==> config.mk <==
export PLATFORM = sky130hd
export DESIGN_NAME = ordered_list_with_key_removal_top
export DESIGN_NICKNAME = d
export VERILOG_FILES = /design/src/sv/olkr_pkg.sv /design/src/sv/ordered_list_with_key_removal_top.sv /design/src/sv/olkr_ram.sv
export SDC_FILE = /design/constraint.sdc
export NUM_CORES = 1
export LEC_CHECK = 0
export ABC_AREA = 1
export BUFFER_PORTS_ARGS = -buffer_cell sky130_fd_sc_hd__buf_2
export CAP_MARGIN = 20
export CORE_MARGIN = 2
export CORE_UTILIZATION = 29
export CTS_CLUSTER_DIAMETER = 30
export DETAILED_ROUTE_END_ITERATION = 10
export PLACE_DENSITY = 0.46
export SLEW_MARGIN = 15
export SYNTH_ARGS = -nofsm -noshare
export SYNTH_HDL_FRONTEND = slang
export SYNTH_SLANG_ARGS = --single-unit
export TNS_END_PERCENT = 20
==> constraint.sdc <==
create_clock -name i_clk -period 5.2 [get_ports i_clk]
set_input_delay 1.04 -clock i_clk [delete_from_list [all_inputs] [get_ports i_clk]]
set_output_delay 1.04 -clock i_clk [all_outputs]
set_load 0.05 [all_outputs]
==> src/sv/olkr_pkg.sv <==
// Shared types and constants for the ordered list with key removal.
`default_nettype none

package olkr_pkg;

    localparam int unsigned DATA_W  = 32;
    localparam int unsigned COUNT_W = 5;

    typedef enum logic [1:0] {
        REQ_APPEND,
        REQ_POP,
        REQ_REMOVE,
        REQ_CONTAINS
    } t_req;

    typedef enum logic [1:0] {
        ST_OK,
        ST_EMPTY,
        ST_FULL
    } t_status;

    typedef enum logic [1:0] {
        S_IDLE,
        S_POP_WAIT,
        S_SCAN,
        S_DONE
    } t_state;

    localparam logic [DATA_W-1:0] POP_EMPTY = '1;

endpackage

`default_nettype wire

==> src/sv/ordered_list_with_key_removal_top.sv <==
// Ordered list with key removal: circular buffer in RAM with scan sequencer.
// Append, pop from empty and append to full go straight to the done state, then to the result register.
// Pop passes through a wait state for its RAM read of the head entry. Remove-key and contains scan,
// one entry read per cycle through the single RAM read port; remove-key compacts the list in place.
// One word in flight: the next word is accepted in the cycle after the result registers.
// Synchronous active-low reset empties the list; RAM contents are not cleared.
`default_nettype none

module ordered_list_with_key_removal_top #(
    parameter int unsigned DEPTH = 16
) (
    input  wire logic               i_clk,
    input  wire logic               i_rst_n,
    input  wire logic               i_in_valid,
    output logic                    o_in_stall,
    input  wire logic [1:0]         i_req_type,
    input  wire logic signed [31:0] i_value,
    output logic                    o_out_valid,
    input  wire logic               i_out_stall,
    output logic      [1:0]         o_status,
    output logic signed [31:0]      o_popped,
    output logic                    o_found,
    output logic      [4:0]         o_count
);

    import olkr_pkg::*;

    localparam int unsigned AW = (DEPTH > 1) ? $clog2(DEPTH) : 1;
    localparam int unsigned CW = $clog2(DEPTH + 1);

    t_state              r_state, n_state;
    logic [AW-1:0]       r_head, n_head;
    logic [CW-1:0]       r_occ, n_occ;
    t_req                r_req, n_req;
    logic [DATA_W-1:0]   r_key, n_key;
    logic [CW-1:0]       r_idx, n_idx;
    logic [CW-1:0]       r_kept, n_kept;
    logic [AW-1:0]       r_rd_ptr, n_rd_ptr;
    logic [AW-1:0]       r_wr_ptr, n_wr_ptr;
    logic                r_dvalid, n_dvalid;
    t_status             r_status, n_status;
    logic [DATA_W-1:0]   r_popped, n_popped;
    logic                r_found, n_found;
    logic                r_out_valid, n_out_valid;
    logic [1:0]          r_out_status, n_out_status;
    logic [DATA_W-1:0]   r_out_popped, n_out_popped;
    logic                r_out_found, n_out_found;
    logic [COUNT_W-1:0]  r_out_count, n_out_count;

    logic                mem_we;
    logic [AW-1:0]       mem_waddr;
    logic [DATA_W-1:0]   mem_wdata;
    logic                mem_re;
    logic [AW-1:0]       mem_raddr;
    logic [DATA_W-1:0]   mem_rdata;

    logic                in_accept;
    logic                slot_free;
    logic                scan_end;
    logic [AW:0]         tail_sum;
    logic [AW-1:0]       tail;

    function automatic logic [AW-1:0] ptr_inc(input logic [AW-1:0] p);
        ptr_inc = (p == AW'(DEPTH - 1)) ? '0 : p + 1'b1;
    endfunction

    olkr_ram #(
        .WIDTH (DATA_W),
        .DEPTH (DEPTH)
    ) u_ram (
        .i_clk   (i_clk),
        .i_we    (mem_we),
        .i_waddr (mem_waddr),
        .i_wdata (mem_wdata),
        .i_re    (mem_re),
        .i_raddr (mem_raddr),
        .o_rdata (mem_rdata)
    );

    assign o_in_stall = (r_state != S_IDLE);
    assign in_accept  = i_in_valid && !o_in_stall;
    assign slot_free  = !r_out_valid || !i_out_stall;
    assign scan_end   = (r_idx == r_occ) && !r_dvalid;
    assign tail_sum   = {1'b0, r_head} + (AW + 1)'(r_occ);
    assign tail       = (tail_sum >= (AW + 1)'(DEPTH)) ?
                        AW'(tail_sum - (AW + 1)'(DEPTH)) : AW'(tail_sum);

    always_comb begin
        n_state = r_state;
        unique case (r_state)
            S_IDLE: begin
                if (in_accept) begin
                    unique case (t_req'(i_req_type))
                        REQ_APPEND:   n_state = S_DONE;
                        REQ_POP:      n_state = (r_occ == '0) ? S_DONE : S_POP_WAIT;
                        REQ_REMOVE:   n_state = S_SCAN;
                        REQ_CONTAINS: n_state = S_SCAN;
                    endcase
                end
            end
            S_POP_WAIT: n_state = S_DONE;
            S_SCAN: begin
                if (scan_end) begin
                    n_state = S_DONE;
                end
            end
            S_DONE: begin
                if (slot_free) begin
                    n_state = S_IDLE;
                end
            end
        endcase
    end

    always_comb begin
        n_head       = r_head;
        n_occ        = r_occ;
        n_req        = r_req;
        n_key        = r_key;
        n_idx        = r_idx;
        n_kept       = r_kept;
        n_rd_ptr     = r_rd_ptr;
        n_wr_ptr     = r_wr_ptr;
        n_dvalid     = 1'b0;
        n_status     = r_status;
        n_popped     = r_popped;
        n_found      = r_found;
        n_out_valid  = r_out_valid && i_out_stall;
        n_out_status = r_out_status;
        n_out_popped = r_out_popped;
        n_out_found  = r_out_found;
        n_out_count  = r_out_count;
        mem_we       = 1'b0;
        mem_waddr    = r_wr_ptr;
        mem_wdata    = mem_rdata;
        mem_re       = 1'b0;
        mem_raddr    = r_rd_ptr;

        unique case (r_state)
            S_IDLE: begin
                if (in_accept) begin
                    n_req    = t_req'(i_req_type);
                    n_key    = DATA_W'(i_value);
                    n_status = ST_OK;
                    n_popped = '0;
                    n_found  = 1'b0;
                    n_idx    = '0;
                    n_kept   = '0;
                    n_rd_ptr = r_head;
                    n_wr_ptr = r_head;
                    unique case (t_req'(i_req_type))
                        REQ_APPEND: begin
                            if (r_occ == CW'(DEPTH)) begin
                                n_status = ST_FULL;
                            end else begin
                                mem_we    = 1'b1;
                                mem_waddr = tail;
                                mem_wdata = DATA_W'(i_value);
                                n_occ     = r_occ + 1'b1;
                            end
                        end
                        REQ_POP: begin
                            if (r_occ == '0) begin
                                n_status = ST_EMPTY;
                                n_popped = POP_EMPTY;
                            end else begin
                                mem_re    = 1'b1;
                                mem_raddr = r_head;
                            end
                        end
                        REQ_REMOVE, REQ_CONTAINS: begin
                        end
                    endcase
                end
            end
            S_POP_WAIT: begin
                n_popped = mem_rdata;
                n_head   = ptr_inc(r_head);
                n_occ    = r_occ - 1'b1;
            end
            S_SCAN: begin
                if (r_idx != r_occ) begin
                    mem_re   = 1'b1;
                    n_dvalid = 1'b1;
                    n_rd_ptr = ptr_inc(r_rd_ptr);
                    n_idx    = r_idx + 1'b1;
                end
                if (r_dvalid) begin
                    if (mem_rdata == r_key) begin
                        n_found = 1'b1;
                    end else if (r_req == REQ_REMOVE) begin
                        mem_we   = 1'b1;
                        n_wr_ptr = ptr_inc(r_wr_ptr);
                        n_kept   = r_kept + 1'b1;
                    end
                end
                if (scan_end && r_req == REQ_REMOVE) begin
                    n_occ = r_kept;
                end
            end
            S_DONE: begin
                if (slot_free) begin
                    n_out_valid  = 1'b1;
                    n_out_status = r_status;
                    n_out_popped = r_popped;
                    n_out_found  = r_found;
                    n_out_count  = COUNT_W'(r_occ);
                end
            end
        endcase
    end

    always_ff @(posedge i_clk) begin
        if (!i_rst_n) begin
            r_state     <= S_IDLE;
            r_head      <= '0;
            r_occ       <= '0;
            r_dvalid    <= 1'b0;
            r_out_valid <= 1'b0;
        end else begin
            r_state     <= n_state;
            r_head      <= n_head;
            r_occ       <= n_occ;
            r_dvalid    <= n_dvalid;
            r_out_valid <= n_out_valid;
        end
    end

    always_ff @(posedge i_clk) begin
        r_req        <= n_req;
        r_key        <= n_key;
        r_idx        <= n_idx;
        r_kept       <= n_kept;
        r_rd_ptr     <= n_rd_ptr;
        r_wr_ptr     <= n_wr_ptr;
        r_status     <= n_status;
        r_popped     <= n_popped;
        r_found      <= n_found;
        r_out_status <= n_out_status;
        r_out_popped <= n_out_popped;
        r_out_found  <= n_out_found;
        r_out_count  <= n_out_count;
    end

    assign o_out_valid = r_out_valid;
    assign o_status    = r_out_status;
    assign o_popped    = $signed(r_out_popped);
    assign o_found     = r_out_found;
    assign o_count     = r_out_count;

    a_occ_bound: assert property (@(posedge i_clk) disable iff (!i_rst_n)
        r_occ <= CW'(DEPTH))
        else $error("occupancy above depth");

    a_scan_write_remove: assert property (@(posedge i_clk) disable iff (!i_rst_n)
        (r_state == S_SCAN && mem_we) |-> (r_req == REQ_REMOVE))
        else $error("RAM write during contains scan");

    a_kept_le_idx: assert property (@(posedge i_clk) disable iff (!i_rst_n)
        (r_state == S_SCAN) |-> (r_kept <= r_idx))
        else $error("compaction pointer ahead of scan");

    a_append_grows: assert property (@(posedge i_clk) disable iff (!i_rst_n)
        (in_accept && i_req_type == REQ_APPEND && r_occ != CW'(DEPTH))
        |=> (r_occ == $past(r_occ) + 1'b1))
        else $error("append did not grow the list");

endmodule

`default_nettype wire

==> src/sv/olkr_ram.sv <==
// Generic simple dual-port RAM with registered read.
`default_nettype none

module olkr_ram #(
    parameter int unsigned WIDTH = 32,
    parameter int unsigned DEPTH = 16
) (
    input  wire logic                     i_clk,
    input  wire logic                     i_we,
    input  wire logic [$clog2(DEPTH)-1:0] i_waddr,
    input  wire logic [WIDTH-1:0]         i_wdata,
    input  wire logic                     i_re,
    input  wire logic [$clog2(DEPTH)-1:0] i_raddr,
    output logic      [WIDTH-1:0]         o_rdata
);

    logic [WIDTH-1:0] r_mem [DEPTH];

    always_ff @(posedge i_clk) begin
        if (i_we) begin
            r_mem[i_waddr] <= i_wdata;
        end
        if (i_re) begin
            o_rdata <= r_mem[i_raddr];
        end
    end

endmodule

`default_nettype wire

# Word level (Yosys, flattened, before mapping)
# Memory sizes are Yosys's and may differ from the RTL's. A register that Yosys moved wholly into a read port is not among the register bits.
# Index checks and enable logic that the tools add are counted.
[word_totals]
mem_bits_rw = 512
out_inout_bits = 42
regBits = 140
mem_count = 1
word_cells = 148
inputBits = 38
[op_classes]
n_addsub = 9
muxes = 68
eq_ne = 25
n_reduce_logical = 26
magnitude_cmp = 1
[mem_list]
columns = ["name", "words", "word_bits", "read_ports", "rd_ports_with_merged_regs", "wr", "line", "source"]
rows = [
  ["u_ram.r_mem", 16, 32, 1, 1, 1, "olkr_ram.sv:17", "logic [WIDTH-1:0] r_mem [DEPTH];"],
]
[op_table]
columns = ["operator", "count"]
rows = [
  ["two-way mux 32 bit", 7],
  ["two-way mux 4 bit", 17],
  ["one-hot mux 32 bit (2 select lines)", 1],
  ["two-way mux 5 bit", 9],
  ["== test 32 bit", 1],
  ["inequality test 2 bit (second input constant)", 10],
  ["one-hot mux 5 bit (2 select lines)", 2],
  ["two-way mux 1 bit", 18],
  ["one-hot mux 4 bit (2 select lines)", 2],
  ["adder 5 x 1 -> 5 bit (second input constant)", 3],
  ["one-hot mux 5 bit (3 select lines)", 1],
  ["adder 4 x 1 -> 4 bit (second input constant)", 3],
  ["== test 4 bit (second input constant)", 3],
  ["== test 2 bit (second input constant)", 5],
  ["two-way mux 2 bit", 5],
  ["AND reduction 5 bit", 2],
  ["one-hot mux 2 bit (4 select lines)", 1],
  ["AND reduction 2 bit", 4],
  ["one-hot mux 1 bit (2 select lines)", 3],
  ["one-hot mux 2 bit (3 select lines)", 1],
  ["AND reduction 3 bit", 2],
  ["nonzero test 2 bit", 3],
  ["adder 4 x 5 -> 5 bit", 1],
  ["== test 5 bit", 1],
  ["other kinds (16)", 24],
]

# Longest topological paths before layout
# Gate-level depths: netlist of run 1.
[logic_depth]
ltp_word = 7
mapped_depth = 15
ltp_nobuf = 12

# Modules after synthesis
# Synthesis of run 1 repeated with hierarchy kept, for this count alone.
[unflattened]
hier_cells = 2759
hier_area_um2 = 29602.1
[modules_own_cells]
columns = ["mod", "cells_each", "area_each_um2", "instances", "seq_area_each_um2"]
rows = [
  ["olkr_ram", 2122, 23052.1, 1, 16335.7],
  ["ordered_list_with_key_removal_top", 637, 6550.0, 1, 4073.9],
]

# Least setup slack after synthesis of run 1
# OpenSTA, ideal clock, no wires.
[synth_timing]
path_type = "reg2reg"
from = "register r_state[1]"
to = "register r_popped[0], enable pin"
n_path_buf = 2
setup_ns = 0.466
t_arrival_ns = 3.512
stages_incl_launch_ff = 7
required_time_ns = 4.734
period_less_slack_ns = 3.978
path_slack_ns = 1.222
cell_sequence = "dfxtp_1 -> inv_1 -> ha_1 -> clkbuf_1 -> inv_1 -> clkbuf_1 -> o21ai_0"
[synth_via]
elab_chain_cells = 5
word_cells_on_any_way = 8
cone_classes = "2 x eq/ne; 6 x reduce/logical"
[synth_rtl]
columns = ["item", "line", "source"]
rows = [
  ["from (decl)", "ordered_list_with_key_removal_top.sv:31", "t_state r_state, n_state;"],
  ["from (signal assigned)", "ordered_list_with_key_removal_top.sv:221", "r_state <= n_state;"],
  ["nonzero test 2 bit", "ordered_list_with_key_removal_top.sv:80", "assign o_in_stall = (r_state != S_IDLE);"],
  ["zero test 1 bit", "ordered_list_with_key_removal_top.sv:81", "assign in_accept = i_in_valid && !o_in_stall;"],
  ["logical AND 1 bit", "ordered_list_with_key_removal_top.sv:81", ""],
  ["inequality test 2 bit (no source line)", "--", ""],
  ["AND reduction 2 bit (no source line) (*)", "--", ""],
  ["to (signal assigned)", "ordered_list_with_key_removal_top.sv:237", "r_popped <= n_popped;"],
  ["to (decl)", "ordered_list_with_key_removal_top.sv:42", "logic [DATA_W-1:0] r_popped, n_popped;"],
]
# Every way passes the cells marked *; elsewhere a longest branch is shown, timed or not.
# A chain may end at the register's enable or synchronous reset.

# Final worst setup path of run 1
[layout_timing]
from = "register r_state[0]"
to = "memory u_ram.r_mem[12][26], enable pin"
[layout_via]
elab_chain_cells = 7
word_cells_on_any_way = 11
cone_classes = "1 x eq/ne; 6 x mux; 4 x reduce/logical"
[layout_rtl]
columns = ["item", "line", "source"]
rows = [
  ["nonzero test 2 bit", "ordered_list_with_key_removal_top.sv:80", ""],
  ["zero test 1 bit", "ordered_list_with_key_removal_top.sv:81", ""],
  ["logical AND 1 bit", "ordered_list_with_key_removal_top.sv:81", ""],
  ["two-way mux 1 bit", "ordered_list_with_key_removal_top.sv:141", "if (in_accept) begin"],
  ["one-hot mux 1 bit (2 select lines)", "ordered_list_with_key_removal_top.sv:139", "unique case (r_state)"],
  ["two-way mux 1 bit", "olkr_ram.sv:20", "if (i_we) begin"],
  ["two-way mux 1 bit (implied by the code)", "olkr_ram.sv:21", "r_mem[i_waddr] <= i_wdata;"],
  ["to (decl)", "olkr_ram.sv:17", ""],
]
# Several ways; a longest one is shown, not always the timed one.

==> flow_metrics.py, run 1 <==
metrics = {
    "status": {
        "outcome": "completed",
    },
    "global_route": {
        "grt_pass1_vias": 19700,
        "grt_pass1_wl_mm": 129,
        "grt_overflow": 0,
        "grt_max_degree": 94,
        "grt_usage": 0.165,
        "antenna_found_initial": 0,
    },
    "routing": {
        "drc": 0,
        "drtIter0Drc": 1265,
        "via_count": 19700,
        "wl_mm": 86.7,
        "wl_per_cell_microns": 19.8,
        "antenna_left": 0,
        "via_per_inst": 4.51,
        "first_pass_iters": 5,
    },
    "setup_path": {
        "r2r_slack_ps": 1520,
        "cp_num_buf_inv": 4,
        "crit_path_max_fanout": 19,
        "rr_worst_depth": 13,
        "end_kind": "flip-flop",
        "cp_num_cells": 13,
        "critPathArrivalTime_ps": 4080,
        "required_ps": 5600,
        "max_stage_delay_ps": 610,
        "path_cells": "inv_1, ha_1, nand2_1, nor2_1, nand2_1, inv_2, or2_0, o21ai_1, inv_1, nor2_1, nand3_1, nor2_4, buf_12",
        "cp_top_family": "simple AND/OR/NAND/NOR gates",
        "worstSetupPathType": "reg -> reg",
        "crit_slowest_cell": "nor2_4",
        "r2r_start": "r_state[0]$_SDFFE_PN0P_",
        "crit_path_start_kind": "flip-flop",
        "rr_endpoint": "u_ram.r_mem[12][26]$_DFFE_PP_",
    },
    "place": {
        "portBuffers": 79,
        "hpwl_mm": 46.2,
        "gp_congestion": 0.766,
        "placed_cell_area_sq_um": 32200,
    },
    "pwr": {
        "p_total_mw": 24.3,
        "leakage_nw": 15.0,
        "powerDensity_nw_per_um2": 654,
        "ir_drop_mv": 0.430,
    },
    "worst_hold_path": {
        "hold_depth": 0,
        "min_from": "r_popped[6]$_DFFE_PP_",
        "holdPathEnd": "o_popped[6]$_DFFE_PP_",
        "hold_class": "reg -> reg",
    },
    "timing": {
        "layout_min_cycle_time_ps": 3680,
        "rsz0062_at_grt": "false",
        "max_slew_margin": 0.313,
        "finalSetupTns_ps": 0,
        "setup_violations": 0,
        "drv_slew": 0,
        "fin_crit_sh": 0.707,
        "tightest_slew_ps": 1030,
        "timing.final.hold_violations": 0,
        "fmax_mhz": 272,
        "whs_ps": 414,
        "skew_ps": 27.8,
    },
    "floorplan": {
        "dieWidth_microns": 325,
        "die_h_microns": 325,
        "ios": 80,
        "start_util": 0.293,
        "row_count": 117,
        "die-area_sq_um": 106000,
        "coreArea_sq_um": 102000,
    },
    "cells_and_area": {
        "nNetsFinal": 2942,
        "stdcell_area_sq_um": 37100,
        "drive_gt1_frac": 0.137,
        "area.growth.synth_to_final_pct": 24.3,
        "final_core_util": 0.364,
        "insertedDiodeCount": 0,
    },
    "synth": {
        "synth_nets": 2786,
        "yosysSeqAreaShare": 0.684,
        "netlist_area_sq_um": 29800,
        "synth_area_leaders": "edfxtp_1, nand3_1, nand2_1",
        "synth_top_cell_by_area": "edfxtp_1",
        "netlist_instances": 2730,
        "synth.distinct_cells": 34,
        "syn_avg_cell_area_sq_um": 10.9,
        "yosysTopAreaCellShare": 0.675,
        "yosys_register_bits": 684,
        "yosys_warnings": 0,
    },
    "clock_network": {
        "clockBufferDepth": 3,
        "cts_tree": "built",
        "root_buffer": "clkbuf_16",
        "numCtsBuffers": 148,
        "htree_levels": 4,
        "insertion_delay_ps": 730,
        "cts_hold_buf": 0,
        "ctsResizeCount": 0,
        "clkTransAtPathRegs_ps": 50,
        "cts_setup_buffers": 0,
        "cts_num_sinks": 684,
    },
    "run": {
        "drv_cap": 0,
    },
}
power by group:
| part | switching (mW) | leakage (nW) | internal (mW) |
|---|---|---|---|
| Clock | 3.08 | 2.37 | 6.08 |
| Combinational | 5.11 | 6.39 | 1.85 |
| Sequential | 0.469 | 6.23 | 7.69 |
| Total | 8.66 | 15.0 | 15.6 |
cells in the mapped netlist:
cell type	instances
or2_1	1
a21oi_1	20
or3_1	1
nand3b_1	96
nor2_1	67
nand4_2	1
o21ai_2	1
fa_1	2
nand2_4	2
nand2_2	1
buf_1	13
buf_6	1
or2_2	2
edfxtp_1	671
or2_0	1
nand2_1	581
o22ai_1	2
xor2_1	8
clkbuf_1	46
inv_1	471
o21ai_1	5
nor2_2	1
inv_2	3
nand3_2	2
dfxtp_1	13
buf_2	48
ha_1	16
nor3_1	6
o21ai_0	45
xnor2_1	34
nand3_1	536
nand4_1	2
clkinv_1	1
buf_4	30
worst reg2reg max path, stage by stage, from the launching register on:
cell	delay, ps
dfxtp_1	390
inv_1	110
ha_1	280
nand2_1	180
nor2_1	70
nand2_1	420
inv_2	170
or2_0	230
o21ai_1	140
inv_1	90
nor2_1	200
nand3_1	150
nor2_4	610
buf_12	320
sequential cells by signal, indices dropped and copies added, names as in the netlist, 5 cells and up:
name / cells
o_count: 5
o_popped: 32
r_idx: 5
r_kept: 5
r_key: 32
r_occ: 5
r_popped: 32
u_ram.o_rdata: 32
u_ram.r_mem: 512
worst max-delay path by stage:
stage | from | to | slack (ps)
6_report | r_state[0]$_SDFFE_PN0P_ | u_ram.r_mem[12][26]$_DFFE_PP_ | 1520
3_5_place_dp | i_in_valid | u_ram.r_mem[12][0]$_DFFE_PP_ | 1130
4_1_cts | r_state[0]$_SDFFE_PN0P_ | u_ram.r_mem[12][1]$_DFFE_PP_ | 1500
3_3_place_gp | i_in_valid | u_ram.r_mem[12][0]$_DFFE_PP_ | 1160
2_1_floorplan | r_state[1]$_SDFFE_PN0P_ | r_popped[0]$_DFFE_PP_ | 1220
5_1_grt | r_state[0]$_SDFFE_PN0P_ | u_ram.r_mem[12][21]$_DFFE_PP_ | 1230
layout by cell type, fill, tap and decap left out, types with 16 or more instances in the layout:
cell and count:
nor2_1 51, nand3b_1 96, clkinv_2 25, clkinv_1 19, xnor2_1 34, nand2_1 579, bufinv_16 16, buf_4 48
o21ai_0 43, clkbuf_1 20, edfxtp_1 671, nand3_1 536, buf_12 16, ha_1 16, inv_1 470, a21oi_1 19
clkbuf_16 149, nor2_4 16, buf_2 79
cell families after synthesis:
| group | count (synthesis) | synth area share |
|---|---|---|
| AND/OR/NAND/NOR | 1300 | 0.200 |
| flip-flops | 684 | 0.684 |
| XOR/XNOR | 42 | 0.0123 |
| AO/OA/AOI/OAI | 73 | 0.0125 |
| buffers and inverters | 613 | 0.0831 |
| adder cells (fa/ha/maj) | 18 | 0.00805 |
per-layer routing:
layer	routed length [microns]	GRT usage	up-vias
li1	-	-	9479
met1	38200	0.211	9524
met2	41800	0.275	537
met3	4300	0.0333	161
met4	2410	0.0621	0
met5	0	0	-
final cells by class:
| type | count | area [sq um] |
|---|---|---|
| well taps | 1368 | 1710 |
| flip-flops and latches | 684 | 20400 |
| clock buffers | 171 | 3830 |
| multi-input cells | 1433 | 7180 |
| inverters | 475 | 1780 |
| repair buffers | 144 | 1080 |
| clock inverters | 97 | 1100 |
| fillers | 10000 | 64800 |
stage by stage:
step	instances	setup WS (ps)
finish	4372	1520
global route	4372	1230
CTS	4371	1500
detailed placement	4103	1130
global placement	4103	1160
floorplan	2730	1220
Note: power is estimated with default switching activity, not from simulation.
==> run 2, diff against run 1 <==
--- a/config.mk
+++ b/config.mk
@@ -5,14 +5,14 @@
 export SDC_FILE = /design/constraint.sdc
 export NUM_CORES = 1
 export LEC_CHECK = 0
-export ABC_AREA = 1
+export ABC_AREA = 0
 export BUFFER_PORTS_ARGS = -buffer_cell sky130_fd_sc_hd__buf_2
 export CAP_MARGIN = 20
 export CORE_MARGIN = 2
 export CORE_UTILIZATION = 29
 export CTS_CLUSTER_DIAMETER = 30
 export DETAILED_ROUTE_END_ITERATION = 10
-export PLACE_DENSITY = 0.46
+export PLACE_DENSITY = 0.48
 export SLEW_MARGIN = 15
 export SYNTH_ARGS = -nofsm -noshare
 export SYNTH_HDL_FRONTEND = slang
==> constraint.sdc (replaced) <==
create_clock -name i_clk -period 3.2 [get_ports i_clk]
set_input_delay 0.64 -clock i_clk [delete_from_list [all_inputs] [get_ports i_clk]]
set_output_delay 0.64 -clock i_clk [all_outputs]
set_load 0.05 [all_outputs]
==> flow_metrics.py, run 2 <==
metrics = {
    "timing": {
        "fmax_mhz": 325,
        "finalSetupTns_ps": 0,
        "tightest_slew_ps": 920,
        "fin_crit_sh": 0.963,
        "drv_slew": 0,
        "rsz0062_at_grt": "false",
        "layout_min_cycle_time_ps": 3080,
        "skew_ps": 33.4,
        "timing.final.hold_violations": 0,
        "setup_violations": 0,
        "max_slew_margin": 0.386,
    },
    "global_route": {
        "grt_pass1_wl_mm": 107,
        "grt_usage": 0.158,
        "grt_overflow": 0,
        "antenna_found_initial": 2,
        "grt_pass1_vias": 15300,
        "grt_max_degree": 41,
    },
    "run": {
        "drv_cap": 0,
    },
    "cells_and_area": {
        "layout_commonest_cell": "edfxtp_1",
        "seq_area_sq_um": 20400,
        "drive_gt1_frac": 0.267,
        "largest_reg_flops": 512,
        "fill_cells": 8415,
        "nNetsFinal": 1860,
        "regMostFlops": "u_ram.r_mem",
        "multiInputGateArea_sq_um": 6330,
        "area.growth.synth_to_final_pct": 31.5,
        "layout_common_cells": "edfxtp_1, mux2i_1, clkbuf_16",
    },
    "routing": {
        "antenna_left": 0,
        "drc": 0,
        "drtIter0Drc": 1327,
        "wl_mm": 74.4,
        "wl_per_cell_microns": 23.9,
        "via_count": 15100,
        "first_pass_iters": 5,
        "via_per_inst": 4.85,
    },
    "setup_path": {
        "critPathArrivalTime_ps": 3520,
        "rr_worst_depth": 11,
        "rr_endpoint": "u_ram.o_rdata[8]$_DFFE_PP_",
        "crit_path_start_kind": "flip-flop",
        "end_kind": "flip-flop",
        "required_ps": 3640,
        "r2r_start": "r_state[0]$_SDFFE_PN0P_",
        "r2r_slack_ps": 120,
        "crit_path_max_fanout": 11,
        "worstSetupPathType": "reg -> reg",
    },
    "worst_hold_path": {
        "hold_depth": 1,
        "min_from": "i_value[1]",
        "hold_class": "in -> reg",
        "holdPathEnd": "r_key[1]$_DFFE_PP_",
    },
    "synth": {
        "yosysSeqAreaShare": 0.761,
        "synth.distinct_cells": 49,
        "ys_async_sr_fraction": 0,
        "yosysTopAreaCellShare": 0.752,
        "synth_area_leaders": "edfxtp_1, mux2i_1, o22ai_1",
        "yosys_warnings": 0,
        "yosysMostFrequentCell": "edfxtp_1",
        "netlist_area_sq_um": 26800,
        "yosys_register_bits": 684,
        "synthFlopType": "edfxtp_1",
        "syn_avg_cell_area_sq_um": 17.6,
        "synth.top_cells.by_count": "edfxtp_1, mux2i_1, o22ai_1, clkbuf_1, xnor2_1",
        "synth_nets": 1575,
        "synth_top_cell_by_area": "edfxtp_1",
        "synth_edf_count": 671,
        "netlist_instances": 1519,
    },
    "clock_network": {
        "htree_levels": 4,
        "cts_num_sinks": 684,
        "clkTransAtPathRegs_ps": 50,
        "clockBufferDepth": 3,
        "cts_tree": "built",
        "root_buffer": "clkbuf_16",
        "insertion_delay_ps": 720,
        "numCtsBuffers": 142,
    },
    "floorplan": {
        "coreArea_sq_um": 91700,
        "row_count": 111,
        "start_util": 0.292,
        "die_h_microns": 308,
        "die-area_sq_um": 94900,
        "dieWidth_microns": 308,
        "ios": 80,
    },
    "pwr": {
        "leakage_nw": 13.1,
        "p_total_mw": 36.7,
        "ir_drop_mv": 0.544,
        "powerDensity_nw_per_um2": 1040,
    },
    "place": {
        "gp_congestion": 0.782,
        "hpwl_mm": 43.9,
        "portBuffers": 79,
    },
    "status": {
        "outcome": "completed",
    },
}
==> run 2: cell types whose count changed after synthesis, moves of 34 or more <==
cell and change:
o21ai_0 -37, nand3b_1 -91, o22ai_1 +126, a21o_1 +40, inv_1 -462, nand2_1 -553, nand3_1 -525, mux2_2 +34
mux2i_1 +261
==> run 2: layout make-up <==
class / count / share of cell area
Antenna cell: 1 / 0.0000710
Clock inverter: 93 / 0.0275
Multi-Input combinational cell: 749 / 0.180
Timing Repair Buffer: 217 / 0.0647
Inverter: 10 / 0.00106
Tap cell: 1186 / 0.0421
Clock buffer: 169 / 0.106
Sequential cell: 684 / 0.579
==> run 2: worst max-delay path by stage <==
| stage | start | end | cells after the start |
|---|---|---|---|
| final | r_state[0]$_SDFFE_PN0P_ | u_ram.o_rdata[8]$_DFFE_PP_ | 11 |
| after global routing | r_state[1]$_SDFFE_PN0P_ | u_ram.o_rdata[16]$_DFFE_PP_ | 11 |
| after detailed placement | i_req_type[1] | u_ram.o_rdata[2]$_DFFE_PP_ | 10 |
| after global placement | i_req_type[1] | u_ram.o_rdata[22]$_DFFE_PP_ | 10 |
| after CTS | r_state[0]$_SDFFE_PN0P_ | u_ram.o_rdata[2]$_DFFE_PP_ | 11 |
| after floorplan | i_in_valid | u_ram.r_mem[11][0]$_DFFE_PP_ | 8 |
==> run 2: cell families (layout without fill, tap and decap cells) <==
logic type / after synthesis / in the layout / share of synthesized area
XOR/XNOR: 52 / 52 / 0.0170
buffers and inverters: 86 / 489 / 0.0133
adder cells (fa/ha/maj): 18 / 18 / 0.00896
AND/OR/NAND/NOR: 164 / 164 / 0.0343
multiplexers: 295 / 295 / 0.112
other: 0 / 1 / 0
AO/OA/AOI/OAI: 220 / 220 / 0.0535
flip-flops: 684 / 684 / 0.761
==> run 2: power breakdown <==
part / internal, mW / switching [mW]
Combinational: 3.71 / 5.70
Sequential: 12.4 / 0.713
Clock: 9.39 / 4.77
Total: 25.5 / 11.2
==> run 2: critical path: stages (launching register included) <==
cell,delay (ps)
dfxtp_1,340
inv_2,100
ha_2,200
nand2_2,80
a211oi_4,360
mux2i_4,310
buf_12,200
buf_12,180
buf_4,180
mux2i_1,200
o22ai_1,100
or4_1,550
==> run 2: routing by layer <==
metal  vias to the layer above  share of wire  track usage
met1                      7718           0.47        0.223
met3                       107          0.067       0.0429
met4                         0          0.020       0.0512
li1                       6726              -            -
met2                       536           0.45        0.235
met5                         -              0            0
==> run 2: timing repair <==
item,in CTS,in global routing
endpoints found under the setup margin,0,52
hold buffers,0,0
hold endpoints to repair,0,0
gates resized for setup,0,7
setup buffers,0,2
==> run 2: per-stage QoR <==
stage               setup WS, ps  hold WS, ps  area (sq um)   util  cells
global route                12.6         78.6         35200  0.384   3108
floorplan                   -162          400         26800      -   1519
finish                       119          123         35200  0.385   3109
CTS                          110         63.8         35200  0.384   3106
global placement           -97.5          403         30500  0.333   2844
detailed placement          -109          405         30500  0.333   2844
==> run 3, diff against run 2 <==
--- a/config.mk
+++ b/config.mk
@@ -8,7 +8,7 @@
 export ABC_AREA = 0
 export BUFFER_PORTS_ARGS = -buffer_cell sky130_fd_sc_hd__buf_2
 export CAP_MARGIN = 20
-export CORE_MARGIN = 2
+export CORE_MARGIN = 3
 export CORE_UTILIZATION = 29
 export CTS_CLUSTER_DIAMETER = 30
 export DETAILED_ROUTE_END_ITERATION = 10
==> flow_metrics.py, run 3 (synthesis results as in run 2) <==
metrics = {
    "status": {
        "outcome": "completed",
    },
    "clock_network": {
        "insertion_delay_ps": 720,
        "root_buffer": "clkbuf_16",
        "cts_tree": "built",
        "cts_num_sinks": 684,
        "htree_levels": 4,
        "clockBufferDepth": 3,
        "numCtsBuffers": 141,
        "clkTransAtPathRegs_ps": 50,
    },
    "routing": {
        "via_per_inst": 4.90,
        "drtIter0Drc": 1212,
        "antenna_left": 0,
        "via_count": 15200,
        "first_pass_iters": 5,
        "wl_per_cell_microns": 24.2,
        "drc": 0,
        "wl_mm": 75.3,
    },
    "global_route": {
        "grt_usage": 0.157,
        "grt_max_degree": 41,
        "antenna_found_initial": 6,
        "grt_pass1_vias": 15200,
        "grt_overflow": 0,
        "grt_pass1_wl_mm": 107,
    },
    "cells_and_area": {
        "area.growth.synth_to_final_pct": 31.6,
        "largest_reg_flops": 512,
        "drive_gt1_frac": 0.271,
        "layout_common_cells": "edfxtp_1, mux2i_1, clkbuf_16",
        "fin_cells": 3109,
        "layout_commonest_cell": "edfxtp_1",
        "regMostFlops": "u_ram.r_mem",
        "nNetsFinal": 1878,
    },
    "setup_path": {
        "crit_path_max_fanout": 8,
        "worstSetupPathType": "reg -> reg",
        "required_ps": 3660,
        "critPathArrivalTime_ps": 3530,
        "crit_path_start_kind": "flip-flop",
        "end_kind": "flip-flop",
    },
    "place": {
        "hpwl_mm": 45.7,
        "portBuffers": 79,
        "gp_congestion": 0.750,
        "dpl.cell_count": 2844,
        "place_ws_ps": -93.0,
    },
    "timing": {
        "setup_violations": 0,
        "drv_slew": 0,
        "setup_ws_ps": 124,
        "fmax_mhz": 325,
        "whs_ps": 119,
        "skew_ps": 36.3,
        "timing.final.hold_violations": 0,
        "layout_min_cycle_time_ps": 3080,
        "max_slew_margin": 0.439,
        "tightest_slew_ps": 842,
        "rsz0062_at_grt": "true",
        "fin_crit_sh": 0.961,
        "finalSetupTns_ps": 0,
    },
    "floorplan": {
        "coreArea_sq_um": 90800,
        "dieWidth_microns": 310,
        "die_h_microns": 310,
        "start_util": 0.295,
        "ios": 80,
        "die-area_sq_um": 96100,
        "row_count": 110,
    },
    "worst_hold_path": {
        "hold_class": "in -> reg",
    },
    "pwr": {
        "powerDensity_nw_per_um2": 1030,
        "leakage_nw": 13.1,
        "ir_drop_mv": 0.598,
    },
    "run": {
        "drv_cap": 0,
    },
}
run 3: final cells by class:
class,instances,area [sq um]
clock inverter,91,876
antenna,1,2.50
multi-input combinational,749,6340
tap,1176,1470
fill,8294,55500
clock buffer,162,3710
inverter,10,37.5
sequential,684,20400
timing repair buffer,236,2440
run 3: stage by stage:
| step | power (mW) | util | cell area (sq um) |
|---|---|---|---|
| global route | 37.8 | 0.389 | 35300 |
| detailed placement | 22.6 | 0.337 | 30600 |
| CTS | 36.7 | 0.387 | 35200 |
| global placement | 22.5 | 0.337 | 30600 |
| floorplan | 18.5 | - | 26800 |
| finish | 36.3 | 0.389 | 35300 |
run 3: path summary, 6_finish.rpt:
| check | from | endpoint | slack [ps] | cells past startpoint |
|---|---|---|---|---|
| worst max-delay path | u_ram.o_rdata[9]$_DFFE_PP_ | u_ram.r_mem[11][7]$_DFFE_PP_ | 120 | 12 |
| worst min-delay path | i_value[1] | r_key[1]$_DFFE_PP_ | 120 | 1 |
| worst max register to register | u_ram.o_rdata[9]$_DFFE_PP_ | u_ram.r_mem[11][7]$_DFFE_PP_ | 120 | 12 |
| worst min register to register | r_popped[9]$_DFFE_PP_ | o_popped[9]$_DFFE_PP_ | 400 | 0 |
run 3: per-layer routing:
metal,GRT usage,wire length (microns)
met1,0.221,34800
met2,0.234,33600
met3,0.0398,4960
met4,0.0561,1930
met5,0,38
run 3: where the power goes:
| part | switching (mW) | internal (mW) | total, mW |
|---|---|---|---|
| clock | 4.65 | 9.25 | 13.9 |
| sequential | 0.688 | 12.4 | 13.1 |
| combinational | 5.79 | 3.59 | 9.37 |
| total | 11.1 | 25.2 | 36.3 |
run 3: critical path, stage by stage, from the launching register on:
cell,delay [ps]
edfxtp_1,470
xnor2_1,260
buf_4,200
nand4_1,130
buf_4,170
nor4_1,290
buf_4,200
a31oi_1,200
a22oi_1,330
buf_12,210
nor2_4,70
buf_12,140
buf_12,140
run 3: repair_timing:
action | CTS | global route
endpoints found under the setup margin | 0 | 472
hold buffers | 0 | 0
endpoints found under the hold margin | 0 | 0
resized for setup | 0 | 3
buffers inserted | 0 | 11
